`src/hw/rtl/tsbd_pkg.sv`:
```
// tsbd_pkg: shared types, codes and helpers of the score bytestream decoder
// no dependencies; used by the event and register interfaces, the decoder core and the top level
package tsbd_pkg;

  localparam int CFG_INDEX_W = 4;
  localparam int CFG_DATA_W  = 8;

  localparam logic [CFG_INDEX_W-1:0] CFG_ACTIVE_GENERATORS = 4'd0;
  localparam logic [CFG_INDEX_W-1:0] CFG_VOLUME_PRESENT    = 4'd1;

  localparam logic [3:0] CMD_NOTE_OFF = 4'h8;
  localparam logic [3:0] CMD_NOTE_ON  = 4'h9;
  localparam logic [3:0] CMD_INSTR    = 4'hC;
  localparam logic [7:0] SKIP_CODE_A  = 8'hF0;
  localparam logic [7:0] SKIP_CODE_B  = 8'hE0;

  localparam logic [15:0] COUNT_MAX = 16'hFFFF;

  typedef enum logic [2:0] {
    PH_CMD    = 3'd0,
    PH_DLY_LO = 3'd1,
    PH_NOTE   = 3'd2,
    PH_VOL    = 3'd3,
    PH_INSTR  = 3'd4
  } phase_t;

  typedef enum logic [2:0] {
    EV_DELAY      = 3'd0,
    EV_NOTE_ON    = 3'd1,
    EV_NOTE_OFF   = 3'd2,
    EV_INSTR      = 3'd3,
    EV_OFF_SILENT = 3'd4,
    EV_HALT       = 3'd5
  } event_kind_t;

  typedef struct packed {
    logic [4:0] active_generators;
    logic       volume_present;
  } cfg_t;

  typedef struct packed {
    logic [2:0]  event_kind;
    logic [3:0]  generator;
    logic [7:0]  note;
    logic [7:0]  volume;
    logic [6:0]  instrument;
    logic [14:0] delay_ms;
    logic [31:0] time_ms;
    logic        warning;
    logic [15:0] unnecessary_stops;
    logic [15:0] merged_delays;
    logic [15:0] skipped_notes;
    logic [3:0]  highest_generator;
  } score_event_t;

  function automatic logic [15:0] sat_inc(input logic [15:0] c);
    return (c == COUNT_MAX) ? c : c + 16'd1;
  endfunction

endpackage

```
`src/hw/rtl/tsbd_byte_if.sv`:
```
// tsbd_byte_if: valid/ready channel carrying one score byte per word
// depends on nothing
interface tsbd_byte_if;
  logic       valid;
  logic       ready;
  logic [7:0] byte_value;

  modport source(output valid, output byte_value, input ready);
  modport sink(input valid, input byte_value, output ready);
endinterface

```
`src/hw/rtl/tsbd_event_if.sv`:
```
// tsbd_event_if: valid/ready channel carrying one decoded event per word
// depends on tsbd_pkg for the event type
interface tsbd_event_if;
  logic                  valid;
  logic                  ready;
  tsbd_pkg::score_event_t payload;

  modport source(output valid, output payload, input ready);
  modport sink(input valid, input payload, output ready);
endinterface

```
`src/hw/rtl/tsbd_cfg_if.sv`:
```
// tsbd_cfg_if: valid/ready register write channel, index and data per word
// depends on tsbd_pkg for the field widths
interface tsbd_cfg_if;
  logic                             valid;
  logic                             ready;
  logic [tsbd_pkg::CFG_INDEX_W-1:0] index;
  logic [tsbd_pkg::CFG_DATA_W-1:0]  data;

  modport source(output valid, output index, output data, input ready);
  modport sink(input valid, input index, input data, output ready);
endinterface

```
`src/hw/rtl/tsbd_core.sv`:
```
// tsbd_core: parser state, per-generator tables, counters and event build
// depends on tsbd_pkg; state advances on step, event is combinational
module tsbd_core #(
  parameter int GENERATORS = 16,
  parameter int TIME_WIDTH = 32
) (
  input  logic                   clk,
  input  logic                   rst,
  input  logic                   step,
  input  logic [7:0]             byte_value,
  input  tsbd_pkg::cfg_t         cfg,
  output logic                   produce,
  output tsbd_pkg::score_event_t ev
);

  localparam int IDXW = (GENERATORS > 1) ? $clog2(GENERATORS) : 1;

  tsbd_pkg::phase_t phase, phase_next;
  logic                  halted, halted_next;
  logic [7:0]            pending, pending_next;
  logic [3:0]            pending_gen, pending_gen_next;
  logic                  since_delay, since_delay_next;
  logic                  warn_flag, warn_flag_next;
  logic [TIME_WIDTH-1:0] elapsed, elapsed_next;
  logic [15:0]           stop_cnt, stop_cnt_next;
  logic [15:0]           delay_cnt, delay_cnt_next;
  logic [15:0]           skip_cnt, skip_cnt_next;
  logic [3:0]            max_gen, max_gen_next;

  logic [GENERATORS-1:0] note_on;
  logic [GENERATORS-1:0] stopped;
  logic [7:0]            vol_tab [GENERATORS];
  logic [6:0]            ins_tab [GENERATORS];

  logic [3:0]      gen;
  logic [IDXW-1:0] idx;
  logic            gen_ok;
  logic [7:0]      rd_vol;
  logic [6:0]      rd_ins;
  logic            rd_on;
  logic            rd_stopped;
  logic [14:0]     delay;

  logic       vol_we, ins_we, on_set, on_clr, stop_set, stop_clr_all;
  logic [7:0] vol_wd;

  assign gen    = (phase == tsbd_pkg::PH_CMD) ? byte_value[3:0] : pending_gen;
  assign idx    = gen[IDXW-1:0];
  assign gen_ok = {1'b0, gen} < 5'(GENERATORS);
  assign rd_vol     = gen_ok ? vol_tab[idx] : 8'd0;
  assign rd_ins     = gen_ok ? ins_tab[idx] : 7'd0;
  assign rd_on      = gen_ok & note_on[idx];
  assign rd_stopped = gen_ok & stopped[idx];
  assign delay  = {pending[6:0], byte_value};

  always_comb begin
    phase_next       = phase;
    halted_next      = halted;
    pending_next     = pending;
    pending_gen_next = pending_gen;
    since_delay_next = since_delay;
    warn_flag_next   = warn_flag;
    elapsed_next     = elapsed;
    stop_cnt_next    = stop_cnt;
    delay_cnt_next   = delay_cnt;
    skip_cnt_next    = skip_cnt;
    max_gen_next     = max_gen;
    vol_we       = 1'b0;
    vol_wd       = byte_value;
    ins_we       = 1'b0;
    on_set       = 1'b0;
    on_clr       = 1'b0;
    stop_set     = 1'b0;
    stop_clr_all = 1'b0;
    produce      = 1'b0;
    ev           = '0;
    ev.generator = gen;

    if (!halted) begin
      unique case (phase)
        tsbd_pkg::PH_DLY_LO: begin
          if (!since_delay) begin
            delay_cnt_next = tsbd_pkg::sat_inc(delay_cnt);
          end
          since_delay_next = 1'b0;
          warn_flag_next   = 1'b0;
          elapsed_next     = elapsed + TIME_WIDTH'(delay);
          stop_clr_all     = 1'b1;
          phase_next       = tsbd_pkg::PH_CMD;
          produce          = 1'b1;
          ev.event_kind    = tsbd_pkg::EV_DELAY;
          ev.generator     = 4'd0;
          ev.delay_ms      = delay;
          ev.warning       = warn_flag | ~since_delay;
        end
        tsbd_pkg::PH_NOTE, tsbd_pkg::PH_VOL: begin
          if (phase == tsbd_pkg::PH_NOTE && cfg.volume_present) begin
            pending_next = byte_value;
            phase_next   = tsbd_pkg::PH_VOL;
          end else begin
            vol_we = gen_ok & (phase == tsbd_pkg::PH_VOL);
            on_set = gen_ok;
            if (rd_stopped) begin
              stop_cnt_next  = tsbd_pkg::sat_inc(stop_cnt);
              warn_flag_next = 1'b1;
            end
            if ({1'b0, gen} >= cfg.active_generators) begin
              skip_cnt_next = tsbd_pkg::sat_inc(skip_cnt);
            end
            phase_next    = tsbd_pkg::PH_CMD;
            produce       = 1'b1;
            ev.event_kind = tsbd_pkg::EV_NOTE_ON;
            ev.note       = (phase == tsbd_pkg::PH_VOL) ? pending : byte_value;
            ev.volume     = vol_we ? byte_value : rd_vol;
            ev.instrument = rd_ins;
          end
        end
        tsbd_pkg::PH_INSTR: begin
          ins_we        = gen_ok;
          phase_next    = tsbd_pkg::PH_CMD;
          produce       = 1'b1;
          ev.event_kind = tsbd_pkg::EV_INSTR;
          ev.volume     = rd_vol;
          ev.instrument = gen_ok ? byte_value[6:0] : 7'd0;
        end
        default: begin
          phase_next = tsbd_pkg::PH_CMD;
          if (!byte_value[7]) begin
            pending_next = byte_value;
            phase_next   = tsbd_pkg::PH_DLY_LO;
          end else if (byte_value != tsbd_pkg::SKIP_CODE_A &&
                       byte_value != tsbd_pkg::SKIP_CODE_B) begin
            since_delay_next = 1'b1;
            pending_gen_next = gen;
            if (gen > max_gen) begin
              max_gen_next = gen;
            end
            unique case (byte_value[7:4])
              tsbd_pkg::CMD_NOTE_ON: begin
                phase_next = tsbd_pkg::PH_NOTE;
              end
              tsbd_pkg::CMD_INSTR: begin
                phase_next = tsbd_pkg::PH_INSTR;
              end
              tsbd_pkg::CMD_NOTE_OFF: begin
                on_clr        = gen_ok;
                stop_set      = gen_ok;
                produce       = 1'b1;
                ev.event_kind = rd_on ? tsbd_pkg::EV_NOTE_OFF : tsbd_pkg::EV_OFF_SILENT;
                ev.volume     = rd_vol;
                ev.instrument = rd_ins;
              end
              default: begin
                halted_next   = 1'b1;
                produce       = 1'b1;
                ev.event_kind = tsbd_pkg::EV_HALT;
                ev.volume     = rd_vol;
                ev.instrument = rd_ins;
              end
            endcase
          end
        end
      endcase
    end

    ev.time_ms           = 32'(elapsed);
    ev.unnecessary_stops = stop_cnt_next;
    ev.merged_delays     = delay_cnt_next;
    ev.skipped_notes     = skip_cnt_next;
    ev.highest_generator = max_gen_next;
  end

  always_ff @(posedge clk) begin
    if (rst) begin
      phase       <= tsbd_pkg::PH_CMD;
      halted      <= 1'b0;
      pending     <= 8'd0;
      pending_gen <= 4'd0;
      since_delay <= 1'b1;
      warn_flag   <= 1'b0;
      elapsed     <= '0;
      stop_cnt    <= 16'd0;
      delay_cnt   <= 16'd0;
      skip_cnt    <= 16'd0;
      max_gen     <= 4'd0;
      note_on     <= '0;
      stopped     <= '0;
      for (int i = 0; i < GENERATORS; i++) begin
        vol_tab[i] <= 8'd0;
        ins_tab[i] <= 7'd0;
      end
    end else if (step) begin
      phase       <= phase_next;
      halted      <= halted_next;
      pending     <= pending_next;
      pending_gen <= pending_gen_next;
      since_delay <= since_delay_next;
      warn_flag   <= warn_flag_next;
      elapsed     <= elapsed_next;
      stop_cnt    <= stop_cnt_next;
      delay_cnt   <= delay_cnt_next;
      skip_cnt    <= skip_cnt_next;
      max_gen     <= max_gen_next;
      if (vol_we) begin
        vol_tab[idx] <= vol_wd;
      end
      if (ins_we) begin
        ins_tab[idx] <= byte_value[6:0];
      end
      if (on_set) begin
        note_on[idx] <= 1'b1;
      end
      if (on_clr) begin
        note_on[idx] <= 1'b0;
      end
      if (stop_clr_all) begin
        stopped <= '0;
      end else if (stop_set) begin
        stopped[idx] <= 1'b1;
      end
    end
  end

endmodule

```
`src/hw/rtl/tone_score_bytestream_decoder_top.sv`:
```
// tone_score_bytestream_decoder_top: byte input register, decoder core, event register
// depends on tsbd_pkg, the three channel interfaces and tsbd_core
//
// Accepts one score byte per clock unless the byte input stalls, and returns at most one
// event per byte. The byte passes the input register and its event the event register,
// where it is offered until the sink takes it; the parser state, tables and counters in
// tsbd_core update in the cycle the byte leaves the input register. The byte input stalls
// only while the event register holds an event that the sink has not taken and the byte in
// the input register would produce another. Register writes are taken in any cycle and
// must only be issued while no decoding is under way.
module tone_score_bytestream_decoder_top #(
  parameter int GENERATORS = 16,
  parameter int TIME_WIDTH = 32
) (
  input  logic        clk,
  input  logic        rst,
  tsbd_byte_if.sink   score,
  tsbd_event_if.source events,
  tsbd_cfg_if.sink    cfg
);

  tsbd_pkg::cfg_t         cfg_regs;
  logic                   s1_valid;
  logic [7:0]             s1_byte;
  logic                   s1_go;
  logic                   out_free;
  logic                   produce;
  tsbd_pkg::score_event_t core_ev;
  logic                   ev_valid;
  tsbd_pkg::score_event_t ev;

  assign cfg.ready = 1'b1;

  always_ff @(posedge clk) begin
    if (rst) begin
      cfg_regs.active_generators <= 5'd6;
      cfg_regs.volume_present    <= 1'b0;
    end else if (cfg.valid) begin
      unique case (cfg.index)
        tsbd_pkg::CFG_ACTIVE_GENERATORS: cfg_regs.active_generators <= cfg.data[4:0];
        tsbd_pkg::CFG_VOLUME_PRESENT:    cfg_regs.volume_present    <= cfg.data[0];
        default: ;
      endcase
    end
  end

  assign out_free    = ~ev_valid | events.ready;
  assign s1_go       = s1_valid & (~produce | out_free);
  assign score.ready = ~s1_valid | s1_go;

  always_ff @(posedge clk) begin
    if (rst) begin
      s1_valid <= 1'b0;
    end else if (score.valid && score.ready) begin
      s1_valid <= 1'b1;
    end else if (s1_go) begin
      s1_valid <= 1'b0;
    end
  end

  always_ff @(posedge clk) begin
    if (score.valid && score.ready) begin
      s1_byte <= score.byte_value;
    end
  end

  tsbd_core #(
    .GENERATORS(GENERATORS),
    .TIME_WIDTH(TIME_WIDTH)
  ) u_core (
    .clk       (clk),
    .rst       (rst),
    .step      (s1_go),
    .byte_value(s1_byte),
    .cfg       (cfg_regs),
    .produce   (produce),
    .ev        (core_ev)
  );

  always_ff @(posedge clk) begin
    if (rst) begin
      ev_valid <= 1'b0;
    end else if (s1_go && produce) begin
      ev_valid <= 1'b1;
    end else if (events.ready) begin
      ev_valid <= 1'b0;
    end
  end

  always_ff @(posedge clk) begin
    if (s1_go && produce) begin
      ev <= core_ev;
    end
  end

  assign events.valid   = ev_valid;
  assign events.payload = ev;

`ifndef ASSERT_OFF
  a_no_lost_event: assert property (@(posedge clk) disable iff (rst)
    $fell(ev_valid) |-> $past(events.ready))
    else $error("event register dropped an untaken event");

  a_stall_cause: assert property (@(posedge clk) disable iff (rst)
    (s1_valid && !score.ready) |-> (produce && ev_valid && !events.ready))
    else $error("byte input stalled without a full event register");

  a_delay_fields: assert property (@(posedge clk) disable iff (rst)
    (ev_valid && ev.event_kind == tsbd_pkg::EV_DELAY) |->
      (ev.generator == 4'd0 && ev.volume == 8'd0 && ev.note == 8'd0))
    else $error("delay event carries generator data");
`endif

endmodule
```
`src/flat_wrapper.sv`:
```
// flat-port wrapper written by rule: the top's interface ports become plain ports
module tone_score_bytestream_decoder_top_flat 
#(
  parameter int GENERATORS = 16,
  parameter int TIME_WIDTH = 32
)
  (clk, rst, score_valid, score_byte_value, score_ready, events_valid, events_payload, events_ready, cfg_valid, cfg_index, cfg_data, cfg_ready);
  tsbd_byte_if score_i ();
  tsbd_event_if events_i ();
  tsbd_cfg_if cfg_i ();
  input  logic clk;
  input  logic rst;
  input wire logic [$bits(score_i.valid)-1:0] score_valid;
  input wire logic [$bits(score_i.byte_value)-1:0] score_byte_value;
  output wire logic [$bits(score_i.ready)-1:0] score_ready;
  output wire logic [$bits(events_i.valid)-1:0] events_valid;
  output wire logic [$bits(events_i.payload)-1:0] events_payload;
  input wire logic [$bits(events_i.ready)-1:0] events_ready;
  input wire logic [$bits(cfg_i.valid)-1:0] cfg_valid;
  input wire logic [$bits(cfg_i.index)-1:0] cfg_index;
  input wire logic [$bits(cfg_i.data)-1:0] cfg_data;
  output wire logic [$bits(cfg_i.ready)-1:0] cfg_ready;
  assign score_i.valid = score_valid;
  assign score_i.byte_value = score_byte_value;
  assign score_ready = score_i.ready;
  assign events_valid = events_i.valid;
  assign events_payload = events_i.payload;
  assign events_i.ready = events_ready;
  assign cfg_i.valid = cfg_valid;
  assign cfg_i.index = cfg_index;
  assign cfg_i.data = cfg_data;
  assign cfg_ready = cfg_i.ready;
  tone_score_bytestream_decoder_top #(.GENERATORS(GENERATORS), .TIME_WIDTH(TIME_WIDTH)) u_core (.clk(clk), .rst(rst), .score(score_i), .events(events_i), .cfg(cfg_i));
endmodule
```
`config.mk`:
```
export PLATFORM = sky130hd
export DESIGN_NAME = tone_score_bytestream_decoder_top_flat
export DESIGN_NICKNAME = d
export VERILOG_FILES = /design/src/hw/rtl/tsbd_pkg.sv /design/src/hw/rtl/tsbd_byte_if.sv /design/src/hw/rtl/tsbd_event_if.sv /design/src/hw/rtl/tsbd_cfg_if.sv /design/src/hw/rtl/tsbd_core.sv /design/src/hw/rtl/tone_score_bytestream_decoder_top.sv /design/src/flat_wrapper.sv
export SDC_FILE = /design/constraint.sdc
export NUM_CORES = 1
export LEC_CHECK = 0
export BUFFER_PORTS_ARGS = -buffer_cell sky130_fd_sc_hd__buf_2
export CORE_ASPECT_RATIO = 0.6
export CORE_UTILIZATION = 57
export CTS_BUF_LIST = sky130_fd_sc_hd__clkbuf_8
export DETAILED_ROUTE_END_ITERATION = 8
export GPL_TIMING_DRIVEN = 0
export PLACE_DENSITY = 0.8
export SYNTH_ARGS = -nofsm -noshare
export SYNTH_HDL_FRONTEND = slang
export SYNTH_HIERARCHICAL = 1
export SYNTH_SLANG_ARGS = --single-unit
```
`constraint.sdc`:
```
create_clock -name clk -period 8.1 [get_ports clk]
set_clock_uncertainty 0.15 [all_clocks]
set_input_delay 1.215 -clock clk [delete_from_list [all_inputs] [get_ports clk]]
set_output_delay 1.215 -clock clk [all_outputs]
set_load 0.02 [all_outputs]
```
Word-level counts from Yosys, hierarchy flattened:

Memory sizes are Yosys's and may differ from the RTL's.
Cells that the tools add are included.

* flip-flop bits (word level): 280
* RAM bits: 240
* input port bits: 25
* output and inout port bits: 133
* logic and storage cells: 216
* memories: 2

Memories
* u_core.u_core.vol_tab: words 16, width 8, rd ports 1, clocked after memory_dff 0, wr ports 16, line tsbd_core.sv:32 `logic [7:0] vol_tab [GENERATORS];`
* u_core.u_core.ins_tab: words 16, width 7, rd ports 1, clocked after memory_dff 0, wr ports 16, line tsbd_core.sv:33 `logic [6:0] ins_tab [GENERATORS];`

* add/subtract/negate cells: 4
* order comparisons: 4
* eq/ne operators: 17
* muxes and demuxes: 108
* bitwise logic cells: 19
* reductions and logical operators: 32

Operator list (number)
* 16-bit two-way mux: 20
* 15-bit two-way mux: 4
* 16-bit by 1-bit adder with 16-bit output (second input constant): 3
* 16-bit == test (second input constant): 3
* 1-bit two-way mux: 48
* 8-bit two-way mux: 6
* 15-bit case mux with 3 select lines: 1
* 42-bit two-way mux: 1
* 4-bit two-way mux: 9
* 32-bit by 15-bit adder with 32-bit output: 1
* 16-bit OR: 2
* 23-bit two-way mux: 1
* 5-bit AND reduction: 4
* 3-bit case mux with 2 select lines: 3
* 16-bit AND: 1
* 8-bit != test (second input constant): 2
* 16-bit NOT: 1
* 8-bit case mux with 2 select lines: 1
* 3-bit two-way mux: 5
* 4-bit == test (second input constant): 3
* 2-bit nonzero test: 6
* 1-bit NOT: 10
* 3-bit case mux with 3 select lines: 1
* 3-bit OR reduction: 3
* other kinds (25): 45

Longest topological paths before layout:

* depth after elaboration: 15
* depth in mapped cells: 16
* mapped depth without buffers: 12

Cells and area by module:

Netlist, hierarchy kept.

Modules (own cells, without submodules)
* tsbd_core: instances 1, cells each 2075, area an instance 20124.3 µm², sequential area each 9889.5 µm²
* tone_score_bytestream_decoder_top: instances 1, cells each 179, area an instance 4536.9 µm², sequential area each 4304.1 µm²

Least setup slack after synthesis:

OpenSTA, ideal clock, no wires.

* path kind: register -> register
* start point: register u_core.s1_byte[6]
* end point: register u_core.ev, in the netlist u_core/events.payload[0], enable pin
* setup time: 0.622 ns
* arrival time: 6.799 ns
* data required time: 7.328 ns
* setup slack: 0.529 ns
* stages on the path, launching flop included: 8
* buffers on the path: 1
* period minus slack after synthesis: 7.571 ns
* cell sequence: edfxtp_1 -> buf_1 -> xnor2_1 -> o221ai_1 -> a21oi_1 -> and2_1 -> nand2_1 -> nor2_1

* cells in the longest elaborated chain, start to end: 11
* elaborated cells on any way between the ends: 15
* those cells by class: 4 x eq/ne; 5 x mux; 3 x bitwise; 3 x reduce/logical

Ends and longest elaborated chain
* start, declared: line tone_score_bytestream_decoder_top.sv:24 `logic [7:0] s1_byte;`
* start signal, assigned: line tone_score_bytestream_decoder_top.sv:63 `s1_byte <= score.byte_value;`
* 4-bit == test: line tsbd_core.sv:138 `unique case (byte_value[7:4])`
* 2-bit OR reduction (no line)
* 1-bit two-way mux: line tsbd_core.sv:138
* 1-bit two-way mux *: line tsbd_core.sv:131 `end else if (byte_value != tsbd_pkg::SKIP_CODE_A &&`
* 1-bit two-way mux *: line tsbd_core.sv:128 `if (!byte_value[7]) begin`
* 1-bit case mux with 2 select lines *: line tsbd_core.sv:80 `unique case (phase)`
* 1-bit two-way mux *: line tsbd_core.sv:79 `if (!halted) begin`
* net u_core.produce: line tone_score_bytestream_decoder_top.sv:27 `logic produce;`
* 1-bit NOT: line tone_score_bytestream_decoder_top.sv:48 `assign s1_go = s1_valid & (~produce | out_free);`
* 1-bit OR: line tone_score_bytestream_decoder_top.sv:48
* 1-bit AND: line tone_score_bytestream_decoder_top.sv:48
* 1-bit logical AND *: line tone_score_bytestream_decoder_top.sv:91 `if (s1_go && produce) begin`
* end signal, assigned: line tone_score_bytestream_decoder_top.sv:92 `ev <= core_ev;`
* end, declared: line tone_score_bytestream_decoder_top.sv:30 `tsbd_pkg::score_event_t ev;`

The timed path passes the listed nets; every way through them passes the cells marked *.
A chain may end at the register's enable or synchronous reset.

==> results <==
- Before antenna repair, the detailed router went through 6 iterations.
- The total of hold buffers inserted after clock tree synthesis is 0.
- The class of the most critical setup path is flip-flop to flip-flop.
- The insertion delay of the later-clocked pin in the worst-skew pair is 640 ps.
- Derived from the worst setup path, the maximum achievable clock frequency is 166.3 MHz.
- The core outline area is 0.04224 mm2.
- Counting distinct cell types in the post-synthesis netlist gives 79.
- The fraction of layout instances using a drive strength above 1 is 13.03%.
- The logic depth of the worst register-to-register path is 11.
- The met2 global-route usage is 43.85%.
- The critical path goes through buf_1 > xnor2_1 > o221ai_1 > a21oi_1 > and2_1 > a21boi_0 > clkinv_1 > nor2_1 > nand4_1 > clkbuf_1 > o21ai_0.
- The number of pins with negative max-slew slack in the final report was 0.
- The slowest cell on the critical path is sky130_fd_sc_hd__o21ai_0.
- The detailed placement HPWL is 52740 um.
- The worst endpoint data arrival time is 6110 ps.
- For this configuration, the core starts out at a cell density of 58.39%.
- After detailed routing, the number of vias per cell comes to 6.384.
- The number of nets in the finished design is 2545.
- For this run, the share of the core covered by cells in the final layout is 65.59%.
- The critical register-to-register path startpoint is u_core/s1_byte[6].
- Subtracting the final worst setup slack from the clock period gives 6013 ps.
- The number of global-route vias before repair is 18210.
- In this run the core area contains 58 standard-cell rows.
- For this run, global-route usage on met3 was measured as 9.791%.
- Global routing used 32.46% of the available tracks across all layers.
- The analysis attributes to cell leakage a power of 10.34 nW.
- The wire length of the first global-routing pass is 108100 um.
- The number of endpoints failing setup at the final stage is 0.
- Routability-driven placement finished with a final weighted congestion of 1.016.
- The number of antenna violations at the first check in global routing is 1.
- The final cell count without fillers is 3127.
- The antenna violation net count after detailed routing is 0.
- Dividing total power by cell area gives a power density of 204.1 mW/mm2.
- Compared with the post-synthesis result, the final layout area differs by 12.34%.
- The synthesized area per cell is 10.94 um2.
- The I/O pin count is 158.
- The run finished with clean final reports.
- The worst max-slew margin expressed relative to the limit is 8.042%.
- The type of the worst min-delay path is flip-flop to flip-flop.
- Clock-pin slew was measured on the worst setup and hold paths at 60 ps.
- For this run, global-route usage on met1 was measured as 49.21%.
- Summing over every cut layer, the via total after detailed routing is 19960.
- The synthesized net count is 2305.
- The launch point of the worst path is u_core/s1_byte[6].
- At the pin with the least slew margin, the transition time is 1365 ps.
- The width of the die is 270.5 um.
- The Yosys step of the flow raised 6 warnings.
- The clock tree from TritonCTS is done.
- After synthesis the netlist holds a flip-flop and latch count of 520.
- The floorplan die area is 0.04413 mm2.
- The routing layer with the top usage in global route is met1.
- The final critical path takes up 74.24% of the cycle.
- Wires add up to 72970 um.
- The capturing element type of the critical path is a flip-flop.
- The number of setup buffers added after CTS is 0.
- Across the run, the number of max-cap violations was 0.
- The largest net degree at the start of global routing is 40.
- For this run, the leading register cell type out of synthesis is sky130_fd_sc_hd__edfxtp_1.
- In this design, the stage delay of the slowest critical-path cell is 1060 ps.
- Yosys mapped a number of flops with a built-in enable equal to 378.
- The detailed router finished its first iteration with 3248 violations.
- The capturing element of the worst setup path is u_core/u_core/ins_tab[2][2].
- From bottom edge to top edge, the die measures 163.1 um.
- Setup total negative slack on the finished layout was measured at 0 ps.
- Of all nets on the critical path, the largest fanout is 10.
- The worst setup path is launched from a flip-flop.
- Counting along the longest clock path gives a buffer depth of 3.
- The H-tree was split into 3 levels.
- The terminus of the critical flop-to-flop path is u_core/u_core/ins_tab[2][2].
- The mapped netlist covers 0.02466 mm2.
- The routed wirelength normalized by instance count is 23.33 um.
- The number of gates resized after CTS is 0.
- The total overflow left after global routing is 0.
- Input and output buffers added on the ports amount to 153.
- The register-to-register setup slack is 2090 ps.
- The total placed cells including tap cells is 2983.
- STA puts the critical path data required time at 8190 ps.
- The gate count after technology mapping is 2254.
- The proportion of register bits with asynchronous set or reset after synthesis is 0%.
- Setup repair after global routing left no endpoint under its margin.
- The number of DRC violations after detailed routing is 0.
- IR analysis of the VDD net gives a maximum drop of 0.1561 mV.
- The number of clock sinks is 520.
- The number of buffers created by CTS is 76.
- The share of the Yosys chip area taken by registers is 57.55%.
- CTS placed an instance of sky130_fd_sc_hd__clkbuf_8 at the clock tree root.
- The hold violation total from the final report is 0.
==> per-layer routing <==
layer  up-vias  wire [um]
met3       190      11420
met2      1466      29080
met4         0       2162
li1       8767          -
met5         -          0
met1      9541      30310
==> worst min-delay path by stage <==
stage                              start                   endpoint  slack [ps]  cells after the start
5_1_grt        u_core/u_core/elapsed[31]  u_core/events.payload[84]         320                      0
4_1_cts          u_core/u_core/warn_flag    u_core/u_core/warn_flag         310                      2
3_5_place_dp     u_core/u_core/warn_flag    u_core/u_core/warn_flag         300                      2
6_report         u_core/u_core/warn_flag    u_core/u_core/warn_flag         300                      2
2_1_floorplan  u_core/u_core/elapsed[31]  u_core/events.payload[84]         270                      0
3_3_place_gp     u_core/u_core/warn_flag    u_core/u_core/warn_flag         290                      2
==> power by group <==
part	internal, mW	switching (mW)	leakage [nW]
Combinational	0.186	0.485	4.65
Sequential	2.93	0.0334	4.87
Clock	1.00	1.01	0.818
Total	4.12	1.53	10.3
==> through the flow <==
stage          total power [mW]  hold slack (ps)  worst slack, ps  area [um2]
2_1_floorplan             3.419            273.1            528.7       24660
3_3_place_gp              3.639            291.7            -2658       26140
3_5_place_dp              3.657            296.5             2395       26250
4_1_cts                   5.639            306.9             2362       27680
5_1_grt                   5.815            322.0             1942       27700
6_report                  5.654            302.7             2087       27700
==> cells by family (layout without fill, tap and decap cells) <==
group,after synthesis,count (layout),synth area share [%]
flops,520,520,57.55
compound gates,345,345,9.006
fa+ha+maj,26,26,1.350
other cells,1,2,0.01521
xor+xnor,50,50,1.776
mux,168,168,7.260
buf+inv,187,489,3.004
simple gates,957,957,20.04
==> worst max-delay path: cells and delay by family, from the launching register on <==
family	cells	cell delay, ps
AO/OA/AOI/OAI	4	1780
buffers and inverters	3	1580
AND/OR/NAND/NOR	3	1450
flip-flops	1	540
XOR/XNOR	1	120
==> Yosys cell counts, types with 28 or more instances <==
master,count,area [um2]
sky130_fd_sc_hd__nor2_1,167,626.9
sky130_fd_sc_hd__dfxtp_1,142,2843
sky130_fd_sc_hd__edfxtp_1,378,11350
sky130_fd_sc_hd__clkbuf_1,111,416.7
sky130_fd_sc_hd__and3_1,31,193.9
sky130_fd_sc_hd__a21oi_1,124,620.6
sky130_fd_sc_hd__mux2i_1,135,1351
sky130_fd_sc_hd__o21ai_0,61,305.3
sky130_fd_sc_hd__nand2_1,178,668.1
sky130_fd_sc_hd__nor2b_1,30,187.7
sky130_fd_sc_hd__nor3_1,101,505.5
sky130_fd_sc_hd__nand4_1,31,193.9
sky130_fd_sc_hd__nand3_1,132,660.6
sky130_fd_sc_hd__and2_1,197,1232
sky130_fd_sc_hd__xnor2_1,28,245.2
==> cells in the final DEF (no fill, tap or decap), types with 17 or more instances in the layout <==
master / synthesis / final
sky130_fd_sc_hd__xnor2_1: 28 / 28
sky130_fd_sc_hd__and2_1: 197 / 197
sky130_fd_sc_hd__nor3_1: 101 / 101
sky130_fd_sc_hd__clkbuf_8: 0 / 82
sky130_fd_sc_hd__nand2_1: 178 / 178
sky130_fd_sc_hd__nor2_1: 167 / 166
sky130_fd_sc_hd__a211oi_1: 23 / 23
sky130_fd_sc_hd__xor2_1: 22 / 22
sky130_fd_sc_hd__mux2i_1: 135 / 135
sky130_fd_sc_hd__mux2_2: 27 / 27
sky130_fd_sc_hd__and3_1: 31 / 31
sky130_fd_sc_hd__clkbuf_1: 111 / 111
sky130_fd_sc_hd__nand3_1: 132 / 132
sky130_fd_sc_hd__buf_2: 24 / 177
sky130_fd_sc_hd__buf_1: 17 / 17
sky130_fd_sc_hd__a21oi_1: 124 / 124
sky130_fd_sc_hd__ha_1: 25 / 25
sky130_fd_sc_hd__inv_1: 27 / 51
sky130_fd_sc_hd__nor4_1: 21 / 21
sky130_fd_sc_hd__dfxtp_1: 142 / 142
sky130_fd_sc_hd__nand4_1: 31 / 31
sky130_fd_sc_hd__nor2b_1: 30 / 30
sky130_fd_sc_hd__clkinv_1: 4 / 26
sky130_fd_sc_hd__o21ai_0: 61 / 52
sky130_fd_sc_hd__edfxtp_1: 378 / 378
==> sequential cells by signal, summed over array words and instances (netlist names), 4 cells and up <==
signal / flops
u_core/events.payload: 130
u_core/u_core/vol_tab: 128
u_core/u_core/ins_tab: 112
u_core/u_core/elapsed: 32
u_core/u_core/delay_cnt: 16
u_core/u_core/note_on: 16
u_core/u_core/skip_cnt: 16
u_core/u_core/stop_cnt: 16
u_core/u_core/stopped: 16
u_core/s1_byte: 8
u_core/u_core/pending: 8
u_core/cfg_regs: 6
u_core/u_core/max_gen: 4
u_core/u_core/pending_gen: 4
==> cell type report <==
cell class	instances	area (um2)
Fill cell	3253	14530
Clock inverter	58	300.3
Clock buffer	82	1129
Tap cell	570	713.2
Antenna cell	1	2.502
Multi-Input combinational cell	1547	9734
Buffer	153	608.1
Inverter	34	132.6
Sequential cell	520	14190
Timing Repair Buffer	162	890.9
(Power assumes the default switching activity.)
